<file path="src/rtl/ldf_pkg.sv">
// ============================================================================
// ldf_pkg: types, tables and helpers for the luma deblocking edge filter
// Payload structs, register indexes, beta/tC tables, the per-lane control type.
// ============================================================================
package ldf_pkg;

    typedef struct packed {
        logic       keep_q;
        logic       keep_p;
        logic [5:0] qp_q_side;
        logic [5:0] qp_p_side;
        logic [1:0] strength;
        logic [63:0] line_3;
        logic [63:0] line_2;
        logic [63:0] line_1;
        logic [63:0] line_0;
    } t_in_item;

    typedef struct packed {
        logic [1:0]  decision;
        logic [63:0] out_line_3;
        logic [63:0] out_line_2;
        logic [63:0] out_line_1;
        logic [63:0] out_line_0;
    } t_out_item;

    typedef enum logic [1:0] {
        DEC_NONE   = 2'd0,
        DEC_NORMAL = 2'd1,
        DEC_STRONG = 2'd2
    } t_decision;

    localparam logic REG_BETA_OFS = 1'b0;
    localparam logic REG_TC_OFS   = 1'b1;

    localparam int NUM_LINES = 4;

    // shared control from the decision stage to each line lane
    typedef struct packed {
        logic       filt_en;
        logic       use_strong;
        logic       dep;
        logic       deq;
        logic       byp;
        logic       byq;
        logic [4:0] tc;
    } t_lane_ctrl;

    function automatic logic [6:0] beta_lut(input logic [5:0] idx);
        logic [6:0] r;
        begin
            if (idx < 6'd16)      r = 7'd0;
            else if (idx < 6'd29) r = 7'(idx - 6'd10);
            else if (idx < 6'd52) r = 7'({1'b0, idx} * 7'd2 - 7'd38);
            else                  r = 7'd64;
            return r;
        end
    endfunction

    function automatic logic [4:0] tc_lut(input logic [5:0] idx);
        logic [4:0] r;
        begin
            case (idx)
                6'd18, 6'd19, 6'd20, 6'd21, 6'd22, 6'd23, 6'd24, 6'd25,
                6'd26: r = 5'd1;
                6'd27, 6'd28, 6'd29, 6'd30: r = 5'd2;
                6'd31, 6'd32, 6'd33, 6'd34: r = 5'd3;
                6'd35, 6'd36, 6'd37: r = 5'd4;
                6'd38, 6'd39: r = 5'd5;
                6'd40, 6'd41: r = 5'd6;
                6'd42: r = 5'd7;
                6'd43: r = 5'd8;
                6'd44: r = 5'd9;
                6'd45: r = 5'd10;
                6'd46: r = 5'd11;
                6'd47: r = 5'd13;
                6'd48: r = 5'd14;
                6'd49: r = 5'd16;
                6'd50: r = 5'd18;
                6'd51: r = 5'd20;
                6'd52: r = 5'd22;
                6'd53: r = 5'd24;
                default: r = 5'd0;
            endcase
            return r;
        end
    endfunction

    function automatic logic [7:0] clip_pix(input logic signed [11:0] v);
        logic [7:0] r;
        begin
            if (v < 0)            r = 8'd0;
            else if (v > 12'sd255) r = 8'd255;
            else                  r = v[7:0];
            return r;
        end
    endfunction

    // |p - 2q + r| on 8-bit samples
    function automatic logic [8:0] sec_diff(input logic [7:0] a, input logic [7:0] b,
                                            input logic [7:0] c);
        logic signed [10:0] v;
        begin
            v = $signed({3'b0, a}) - $signed({2'b0, b, 1'b0}) + $signed({3'b0, c});
            return (v < 0) ? 9'(-v) : v[8:0];
        end
    endfunction

    function automatic logic [7:0] abs_diff(input logic [7:0] a, input logic [7:0] b);
        return (a > b) ? 8'(a - b) : 8'(b - a);
    endfunction

endpackage

</file>
<file path="src/rtl/ldf_decide.sv">
// ============================================================================
// ldf_decide: edge decision
// Derives beta and tC, evaluates d, dSam and dEp/dEq on lines 0 and 3.
// ============================================================================
module ldf_decide
    import ldf_pkg::*;
(
    input  t_in_item        i_item,
    input  logic signed [3:0] i_beta_ofs,
    input  logic signed [3:0] i_tc_ofs,
    output t_lane_ctrl      o_ctrl,
    output t_decision       o_decision
);
    logic [1:0] bs;
    logic [5:0] qpl;
    logic signed [8:0] bidx, tidx;
    logic [5:0] bidx_c, tidx_c;
    logic [6:0] beta;
    logic [4:0] tc;
    logic [8:0] dp0, dp3, dq0, dq3;
    logic [10:0] d;
    logic [9:0] dpq0, dpq3, dps, dqs;
    logic [6:0] side;
    logic [6:0] tc_lim;
    logic sam0, sam3, filt;
    logic [7:0] s0 [8];
    logic [7:0] s3 [8];

    always_comb begin
        for (int k = 0; k < 8; k++) begin
            s0[k] = i_item.line_0[8*k +: 8];
            s3[k] = i_item.line_3[8*k +: 8];
        end
        bs   = (i_item.strength == 2'd3) ? 2'd2 : i_item.strength;
        qpl  = 6'(({1'b0, i_item.qp_p_side} + {1'b0, i_item.qp_q_side} + 7'd1) >> 1);
        bidx = $signed({3'b0, qpl}) + 9'(i_beta_ofs * 2);
        tidx = $signed({3'b0, qpl}) + 9'(i_tc_ofs * 2) + ((bs == 2'd2) ? 9'sd2 : 9'sd0);
        bidx_c = (bidx < 0) ? 6'd0 : ((bidx > 9'sd51) ? 6'd51 : bidx[5:0]);
        tidx_c = (tidx < 0) ? 6'd0 : ((tidx > 9'sd53) ? 6'd53 : tidx[5:0]);
        beta = beta_lut(bidx_c);
        tc   = tc_lut(tidx_c);
        dp0 = sec_diff(s0[1], s0[2], s0[3]);
        dp3 = sec_diff(s3[1], s3[2], s3[3]);
        dq0 = sec_diff(s0[6], s0[5], s0[4]);
        dq3 = sec_diff(s3[6], s3[5], s3[4]);
        dpq0 = {1'b0, dp0} + {1'b0, dq0};
        dpq3 = {1'b0, dp3} + {1'b0, dq3};
        dps  = {1'b0, dp0} + {1'b0, dp3};
        dqs  = {1'b0, dq0} + {1'b0, dq3};
        d    = {1'b0, dpq0} + {1'b0, dpq3};
        side = 7'(({1'b0, beta} + {2'b0, beta[6:1]}) >> 3);
        tc_lim = 7'(({2'b0, tc} * 7'd5 + 7'd1) >> 1);
        sam0 = ({dpq0, 1'b0} < {6'b0, beta[6:2]})
            && ({1'b0, abs_diff(s0[0], s0[3])} + {1'b0, abs_diff(s0[4], s0[7])}
                < {5'b0, beta[6:3]})
            && ({1'b0, abs_diff(s0[3], s0[4])} < {2'b0, tc_lim});
        sam3 = ({dpq3, 1'b0} < {6'b0, beta[6:2]})
            && ({1'b0, abs_diff(s3[0], s3[3])} + {1'b0, abs_diff(s3[4], s3[7])}
                < {5'b0, beta[6:3]})
            && ({1'b0, abs_diff(s3[3], s3[4])} < {2'b0, tc_lim});
        filt = (bs != 2'd0) && (d < {4'b0, beta});
        o_ctrl.filt_en    = filt;
        o_ctrl.use_strong = sam0 && sam3;
        o_ctrl.dep        = dps < {3'b0, side};
        o_ctrl.deq        = dqs < {3'b0, side};
        o_ctrl.byp        = i_item.keep_p;
        o_ctrl.byq        = i_item.keep_q;
        o_ctrl.tc         = tc;
        if (!filt)             o_decision = DEC_NONE;
        else if (sam0 && sam3) o_decision = DEC_STRONG;
        else                   o_decision = DEC_NORMAL;
    end
endmodule

</file>
<file path="src/rtl/ldf_lane.sv">
// ============================================================================
// ldf_lane: one-line filter
// Applies strong or normal filtering to one line of eight samples.
// ============================================================================
module ldf_lane
    import ldf_pkg::*;
(
    input  logic [63:0] i_line,
    input  t_lane_ctrl  i_ctrl,
    output logic [63:0] o_line
);
    logic signed [11:0] p3, p2, p1, p0, q0, q1, q2, q3;
    logic signed [11:0] t2, tcs, th, dl, dlc, dpv, dqv, ad;
    logic signed [13:0] dl_raw;
    logic signed [11:0] sp0, sp1, sp2, sq0, sq1, sq2;
    logic [7:0] o [8];

    function automatic logic signed [11:0] clip3(input logic signed [11:0] lo,
                                                 input logic signed [11:0] hi,
                                                 input logic signed [11:0] v);
        return (v < lo) ? lo : ((v > hi) ? hi : v);
    endfunction

    always_comb begin
        for (int k = 0; k < 8; k++) o[k] = i_line[8*k +: 8];
        p3 = $signed({4'b0, i_line[7:0]});
        p2 = $signed({4'b0, i_line[15:8]});
        p1 = $signed({4'b0, i_line[23:16]});
        p0 = $signed({4'b0, i_line[31:24]});
        q0 = $signed({4'b0, i_line[39:32]});
        q1 = $signed({4'b0, i_line[47:40]});
        q2 = $signed({4'b0, i_line[55:48]});
        q3 = $signed({4'b0, i_line[63:56]});
        tcs = $signed({7'b0, i_ctrl.tc});
        t2  = tcs <<< 1;
        th  = tcs >>> 1;
        sp0 = clip3(p0 - t2, p0 + t2,
                    (p2 + 12'sd2*p1 + 12'sd2*p0 + 12'sd2*q0 + q1 + 12'sd4) >>> 3);
        sp1 = clip3(p1 - t2, p1 + t2, (p2 + p1 + p0 + q0 + 12'sd2) >>> 2);
        sp2 = clip3(p2 - t2, p2 + t2,
                    (12'sd2*p3 + 12'sd3*p2 + p1 + p0 + q0 + 12'sd4) >>> 3);
        sq0 = clip3(q0 - t2, q0 + t2,
                    (p1 + 12'sd2*p0 + 12'sd2*q0 + 12'sd2*q1 + q2 + 12'sd4) >>> 3);
        sq1 = clip3(q1 - t2, q1 + t2, (p0 + q0 + q1 + q2 + 12'sd2) >>> 2);
        sq2 = clip3(q2 - t2, q2 + t2,
                    (p0 + q0 + q1 + 12'sd3*q2 + 12'sd2*q3 + 12'sd4) >>> 3);
        // raw delta spans about +-3070 before the shift
        dl_raw = 14'sd9 * 14'(q0 - p0) - 14'sd3 * 14'(q1 - p1) + 14'sd8;
        dl  = 12'(dl_raw >>> 4);
        ad  = (dl < 0) ? -dl : dl;
        dlc = clip3(-tcs, tcs, dl);
        dpv = clip3(-th, th, ((((p2 + p0 + 12'sd1) >>> 1) - p1 + dlc) >>> 1));
        dqv = clip3(-th, th, ((((q2 + q0 + 12'sd1) >>> 1) - q1 - dlc) >>> 1));
        if (i_ctrl.filt_en) begin
            if (i_ctrl.use_strong) begin
                if (!i_ctrl.byp) begin
                    o[3] = sp0[7:0];
                    o[2] = sp1[7:0];
                    o[1] = sp2[7:0];
                end
                if (!i_ctrl.byq) begin
                    o[4] = sq0[7:0];
                    o[5] = sq1[7:0];
                    o[6] = sq2[7:0];
                end
            end else if (ad < tcs * 12'sd10) begin
                if (!i_ctrl.byp) o[3] = clip_pix(p0 + dlc);
                if (!i_ctrl.byq) o[4] = clip_pix(q0 - dlc);
                if (i_ctrl.dep && !i_ctrl.byp) o[2] = clip_pix(p1 + dpv);
                if (i_ctrl.deq && !i_ctrl.byq) o[5] = clip_pix(q1 + dqv);
            end
        end
        for (int k = 0; k < 8; k++) o_line[8*k +: 8] = o[k];
    end
endmodule

</file>
<file path="src/rtl/luma_deblock_edge_filter.sv">
// ============================================================================
// luma_deblock_edge_filter: HEVC 8-bit luma deblocking of a 4-line edge
// Decision stage feeds four line lanes; lanes merge into one output beat.
// ============================================================================
// channel | signals                 | direction
// input   | i_valid/o_ready, i_item | in
// output  | o_valid/i_ready, o_item | out
// config  | i_cfg_valid/o_cfg_ready, i_cfg_index, i_cfg_data | in
//
// One beat per cycle unless the output stalls; input register, then output register.
// Decision and line lanes form one stage; the skid-free output register sets
// the rate: input is taken when the input register is empty or the output
// register is empty or drained. Reset clears valids and both offset registers.
module luma_deblock_edge_filter
    import ldf_pkg::*;
(
    input  logic        i_clk,
    input  logic        i_rst_n,
    input  logic        i_valid,
    output logic        o_ready,
    input  t_in_item    i_item,
    output logic        o_valid,
    input  logic        i_ready,
    output t_out_item   o_item,
    input  logic        i_cfg_valid,
    output logic        o_cfg_ready,
    input  logic        i_cfg_index,
    input  logic [3:0]  i_cfg_data
);
    logic signed [3:0] r_beta_ofs, r_tc_ofs;
    logic r_s1_valid, r_valid;
    t_in_item r_s1_item;
    t_out_item r_out;
    logic s1_ready;
    t_lane_ctrl ctrl;
    t_decision  dec;
    logic [63:0] lane_in  [NUM_LINES];
    logic [63:0] lane_out [NUM_LINES];

    assign o_cfg_ready = 1'b1;

    always_ff @(posedge i_clk) begin
        if (!i_rst_n) begin
            r_beta_ofs <= '0;
            r_tc_ofs   <= '0;
        end else if (i_cfg_valid) begin
            if (i_cfg_index == REG_BETA_OFS) r_beta_ofs <= i_cfg_data;
            if (i_cfg_index == REG_TC_OFS)   r_tc_ofs   <= i_cfg_data;
        end
    end

    assign s1_ready = !r_valid || i_ready;
    assign o_ready  = !r_s1_valid || s1_ready;

    always_ff @(posedge i_clk) begin
        if (!i_rst_n) begin
            r_s1_valid <= 1'b0;
            r_valid    <= 1'b0;
        end else begin
            if (o_ready)  r_s1_valid <= i_valid;
            if (s1_ready) r_valid    <= r_s1_valid;
        end
    end

    always_ff @(posedge i_clk) begin
        if (o_ready && i_valid) r_s1_item <= i_item;
        if (s1_ready && r_s1_valid) begin
            r_out.out_line_0 <= lane_out[0];
            r_out.out_line_1 <= lane_out[1];
            r_out.out_line_2 <= lane_out[2];
            r_out.out_line_3 <= lane_out[3];
            r_out.decision   <= dec;
        end
    end

    ldf_decide u_decide (
        .i_item     (r_s1_item),
        .i_beta_ofs (r_beta_ofs),
        .i_tc_ofs   (r_tc_ofs),
        .o_ctrl     (ctrl),
        .o_decision (dec)
    );

    assign lane_in[0] = r_s1_item.line_0;
    assign lane_in[1] = r_s1_item.line_1;
    assign lane_in[2] = r_s1_item.line_2;
    assign lane_in[3] = r_s1_item.line_3;

    for (genvar g = 0; g < NUM_LINES; g++) begin : g_lane
        ldf_lane u_lane (
            .i_line (lane_in[g]),
            .i_ctrl (ctrl),
            .o_line (lane_out[g])
        );
    end

    assign o_valid = r_valid;
    assign o_item  = r_out;
endmodule

</file>
<file path="config.mk">
export PLATFORM = sky130hd
export DESIGN_NAME = luma_deblock_edge_filter
export DESIGN_NICKNAME = d
export VERILOG_FILES = /design/src/rtl/ldf_pkg.sv /design/src/rtl/ldf_decide.sv /design/src/rtl/ldf_lane.sv /design/src/rtl/luma_deblock_edge_filter.sv
export SDC_FILE = /design/constraint.sdc
export NUM_CORES = 2
export LEC_CHECK = 0
export ABC_AREA = 1
export BUFFER_PORTS_ARGS = -buffer_cell sky130_fd_sc_hd__buf_2
export CORE_MARGIN = 8
export CORE_UTILIZATION = 60
export CTS_CLUSTER_SIZE = 40
export DETAILED_ROUTE_END_ITERATION = 10
export GPL_TIMING_DRIVEN = 0
export PLACE_DENSITY = 0.89
export SLEW_MARGIN = 20
export SYNTH_ARGS = -nofsm -noshare
export SYNTH_HDL_FRONTEND = slang
export SYNTH_HIERARCHICAL = 1
export SYNTH_SLANG_ARGS = --single-unit
</file>
<file path="constraint.sdc">
create_clock -name i_clk -period 19.5 [get_ports i_clk]
set_input_delay 0.975 -clock i_clk [delete_from_list [all_inputs] [get_ports i_clk]]
set_output_delay 0.975 -clock i_clk [all_outputs]
set_load 0.01 [all_outputs]
</file>
# --- Yosys cells after proc, flatten, opt, wreduce, memory -nomap -nowiden ---
# Memories as Yosys holds them, arrays and structs flattened.
# Index checks and enable logic that the tools add are counted.
word_totals:
  ff_bits: 540
  mem_bits_ro: 320
  input_bits: 282
  output_inout_bits: 261
  wordCells: 631
  mem_count: 1
memory_table:
  columns: ["memory", "depth", "word_bits", "read_ports", "rd_clocked_by_memory_dff", "wr", "line_no", "source"]
  rows:
  - ["(name not given)", 64, 5, 1, 0, 0, "ldf_pkg.sv:63", "case (idx)"]
op_classes:
  n_addsub: 262
  mul: 18
  magnitude_cmp: 138
  eq_ne: 2
  n_mux: 172
  bitwise_logic: 1
  n_reduce_logical: 19
ops:
  columns: ["op", "count"]
  rows:
  - ["8-bit two-way mux", 110]
  - ["12-bit by 9-bit adder with 12-bit output", 36]
  - ["12-bit two-way mux", 28]
  - ["32-bit two-way mux", 8]
  - ["12-bit by 10-bit adder with 12-bit output", 20]
  - ["8-bit by 6-bit adder with 9-bit output", 24]
  - ["8-bit by 6-bit subtractor with 9-bit output", 24]
  - ["12-bit by 4-bit adder with 12-bit output, second input constant", 16]
  - ["12-bit by 9-bit > comparator with 1-bit output, second input constant", 16]
  - ["12-bit by 1-bit less-than comparator with 1-bit output, second input constant", 16]
  - ["24-bit two-way mux", 8]
  - ["48-bit two-way mux", 4]
  - ["8-bit by 8-bit adder with 9-bit output", 18]
  - ["9-bit by 10-bit > comparator with 1-bit output", 16]
  - ["9-bit by 12-bit adder with 12-bit output", 12]
  - ["9-bit less-than comparator", 16]
  - ["12-bit adder", 8]
  - ["12-bit by 3-bit adder with 12-bit output, second input constant", 8]
  - ["11-bit by 12-bit less-than comparator with 1-bit output", 8]
  - ["11-bit by 9-bit subtractor with 12-bit output", 8]
  - ["8-bit subtractor", 12]
  - ["11-bit by 5-bit > comparator with 1-bit output", 8]
  - ["8-bit by 9-bit adder with 10-bit output", 8]
  - ["9-bit by 1-bit adder with 10-bit output, second input constant", 8]
  - ["56 further kinds", 172]

# --- Depth between registers and ports, before layout ---
# An unclocked memory read counts as a cell.
logic_depth:
  ltp_word: 24
  mapped_depth: 98
  mapped_depth_nobuf: 97

# --- By module ---
# Netlist, hierarchy kept.
by_module_without_submodules:
  columns: ["mod", "instances", "cells_per_inst", "area_per_inst_um2"]
  rows:
  - ["ldf_lane at g_lane[0].u_lane", 1, 3076, 21105.2]
  - ["ldf_lane at g_lane[2].u_lane", 1, 3027, 20796.2]
  - ["ldf_lane at g_lane[3].u_lane", 1, 3072, 20784.9]
  - ["ldf_lane at g_lane[1].u_lane", 1, 3036, 20651.1]
  - ["luma_deblock_edge_filter", 1, 590, 16333.2]
  - ["ldf_decide", 1, 1803, 11765.0]

# --- Least setup slack after synthesis ---
# Ideal clock, no wire load.
synth_timing:
  path_kind: "register to register"
  startpoint: "reg r_s1_item[261] (netlist name)"
  endpoint: "reg r_out, in the netlist o_item[109] (data pin)"
  setup_time_ps: 257
  arrival_time_ps: 15978
  t_required_ps: 19243
  path_slack_ps: 3265
  stages_incl_launch_ff: 94
  cell_sequence: "edfxtp_1 > ha_1 > a21oi_1 > inv_1 > a31oi_1 > inv_1 > a21oi_1 > nor2_1 > nor2_1 > inv_1 > ha_1 > ha_1 > a21oi_1 > o21ai_1 > xnor2_1 > nand3_1 > nor2_2 > inv_1 > [58 not listed] > and2_1 > inv_1 > a21oi_1 > nor2_1 > nor2_1 > nor2_1 > nor2_1 > o21ai_0 > nand3_1 > nand2_1 > a21oi_1 > nand2_2 > nand2_2 > nand2_1 > nand2_1 > nand2_1 > nand2_1 > a21oi_1"
synth_lines:
  columns: ["element", "line_no", "source"]
  rows:
  - ["start, declared", "luma_deblock_edge_filter.sv:32", "t_in_item r_s1_item;"]
  - ["start signal, assigned", "luma_deblock_edge_filter.sv:66", "if (o_ready && i_valid) r_s1_item <= i_item;"]
  - ["end, declared", "luma_deblock_edge_filter.sv:33", "t_out_item r_out;"]

==> results.tsv <==
metric	value	unit
outcome	completed	
critPathMaxStageDelay	0.76	ns
syn_nets	17700	
critPathArrivalTime	16.93	ns
synth.area.mux_share	0.00101	
clk_pin_slew	0.07	ns
gp_congestion	1.05	
relSlewSlack	0.0519	
synthSimpleGateAreaFrac	0.174	
ys_ff_latch	540	
ys_seq_area_frac	0.145	
io_pins	543	
cp.required	19.93	ns
min_period_over_period	0.846	
crit_type	flop to flop	
start_util	0.602	
synthCells	14600	
ys_types	93	
synthTopCellsByArea	ha_1 25%, edfxtp_1 14%, fa_1 10%	
postCtsSetupBuffers	0	
io_buffers	540	
die_x	447	µm
vias	106000	
drt_iter0_markers	10900	
holdWs	0.426	ns
synth_xor_area_frac	0.0764	
critical_path.slowest_cell	inv_1	
insertion_delay	0.72	ns
wl_per_cell	21.0	µm
layout-drive-gt1-share	0.0825	
grt_pass1_vias	103000	
synth.cells.most_frequent	2564 x inv_1, 2532 x nand2_1, 2194 x ha_1	
root_buffer	clkbuf_16	
crit_buf_inv	18	
grt_pass1_wl	568	mm
setup_ws	3.00	ns
syn_area_per_cell	7.63	µm²
drtPass1Iterations	7	
htreeDepth	2	
rsz0062_at_grt	no	
layout.nets	18300	
syn-cell-area	111000	µm²
ant_nets	0	
skew	0.0473	ns
r2r_start	r_s1_item[267]	
reg2reg_slack	3.00	ns
setup_viol	0	
vias_per_cell	5.96	
reg2reg_to	o_item[106]	
cts_buffer_depth	3	
cts_tree	done	
final-instance-count-excl-fill	17800	
hpwl	299	mm
num_rows	158	
cp-end-kind	flop	
synth_top_area_frac	0.246	
grt.total_usage	0.360	
synth_adder_area_share	0.350	
grt_start_max_net_pins	113	
overflow	0	
core-area	185000	µm²
hold_violations	0	
synth_top_cell_by_area	ha_1	
critPathTopFamily	compound AO/OA/AOI/OAI gates	
maxSlewViolCount	0	
drt-total-wl	375	mm
synth-edff-count	530	
cp_max_fo	14	
die_y	447	µm
antenna_found_initial	15	
dp_cells	17700	
ys_async_sr_fraction	0	
hp-start	i_item[99]	
maxCapViolCount	0	
postCtsHoldBufs	0	
synth.most_common_cell	inv_1	
synth_compound_area_frac	0.154	
pre_cts_ws	3.53	ns
clock.fmax	60.6	MHz
start_kind	flop	
hp-class	input pin to flop	
yosysWarnings	6	
whs_path_depth	1	
tightest_slew	1.41	ns
hold_end	lane_in[163]	
fp.dieArea	200000	µm²
clkSinkCount	540	
cts_resized	0	
synth_top_family_by_area	adder cells	
drc	0	
synthFlopType	edfxtp_1	
cts_buffers	58	
tns	0	ns
period_needed	16.50	ns
reg2reg_depth	93	
syn_to_final_growth	8.20	%
-- cells in the final DEF (no fill, tap or decap), drive strengths merged, types with 10 or more instances in the layout --
master,n
nand2,2691
inv,2631
ha,2194
a21oi,1401
nor2,842
o21ai,769
buf,709
xor2,680
nand3,623
fa,579
edfxtp,530
xnor2,284
o21bai,204
clkbuf,168
nand4,130
a31oi,118
o211ai,108
a21o,104
nor3,77
or2,76
clkinv,49
o221ai,30
o21a,28
o22ai,26
a211oi,26
a22oi,25
o31ai,22
a221o,20
nand3b,19
o311ai,15
diode,13
o41ai,13
and2,13
a21boi,13
nor4,11
dfxtp,10
-- how the worst max path moves through the flow --
stage / start / slack (ns) / endpoint / cells past startpoint
6_report: r_s1_item[267] / 3.00 / o_item[106] / 93
5_1_grt: r_s1_item[261] / 1.61 / o_item[106] / 95
4_1_cts: r_s1_item[267] / 3.44 / o_item[107] / 95
3_5_place_dp: r_s1_item[267] / 3.53 / o_item[107] / 93
3_3_place_gp: r_s1_item[261] / -14.07 / o_item[106] / 92
2_1_floorplan: r_s1_item[261] / 3.26 / o_item[109] / 93
-- registers in the layout (all words and copies together) (netlist names) --
name / count
o_item: 258
lane_in: 256
o_valid: 1
r_tc_ofs: 4
r_s1_valid: 1
r_beta_ofs: 4
r_s1_item: 16
-- cells by family after synthesis --
family,Yosys count
other cells,1
fa+ha+maj,2773
flops,540
mux,11
simple gates,4491
compound gates,2967
xor+xnor,964
buf+inv,2857
-- per-layer routing --
metal	global-route usage	vias up	part of all wire	wire, µm
li1	-	49800	-	-
met1	0.429	48600	0.36	137000
met2	0.567	5926	0.43	161000
met3	0.0791	1816	0.11	40800
met4	0.272	10	0.096	35900
met5	0.00264	-	0.00037	137
-- final cells by class --
class	instances	area, µm²
antenna	13	32.5
inverter	2652	9970
fill	15600	64500
buffer	205	1170
tap	2480	3100
clock inverter	40	458
timing repair buffer	605	3950
multi-input combinational	11200	84300
clock buffer	67	1510
sequential	540	16100
-- stage by stage --
stage	utilization	instance area (µm²)
floorplan	-	111000
global placement	0.634	117000
detailed placement	0.641	119000
CTS	0.651	120000
global route	0.652	121000
finish	0.652	121000
Power is not shown: default switching activity piles up to over one toggle a cycle in this logic, so the estimate is an artifact.
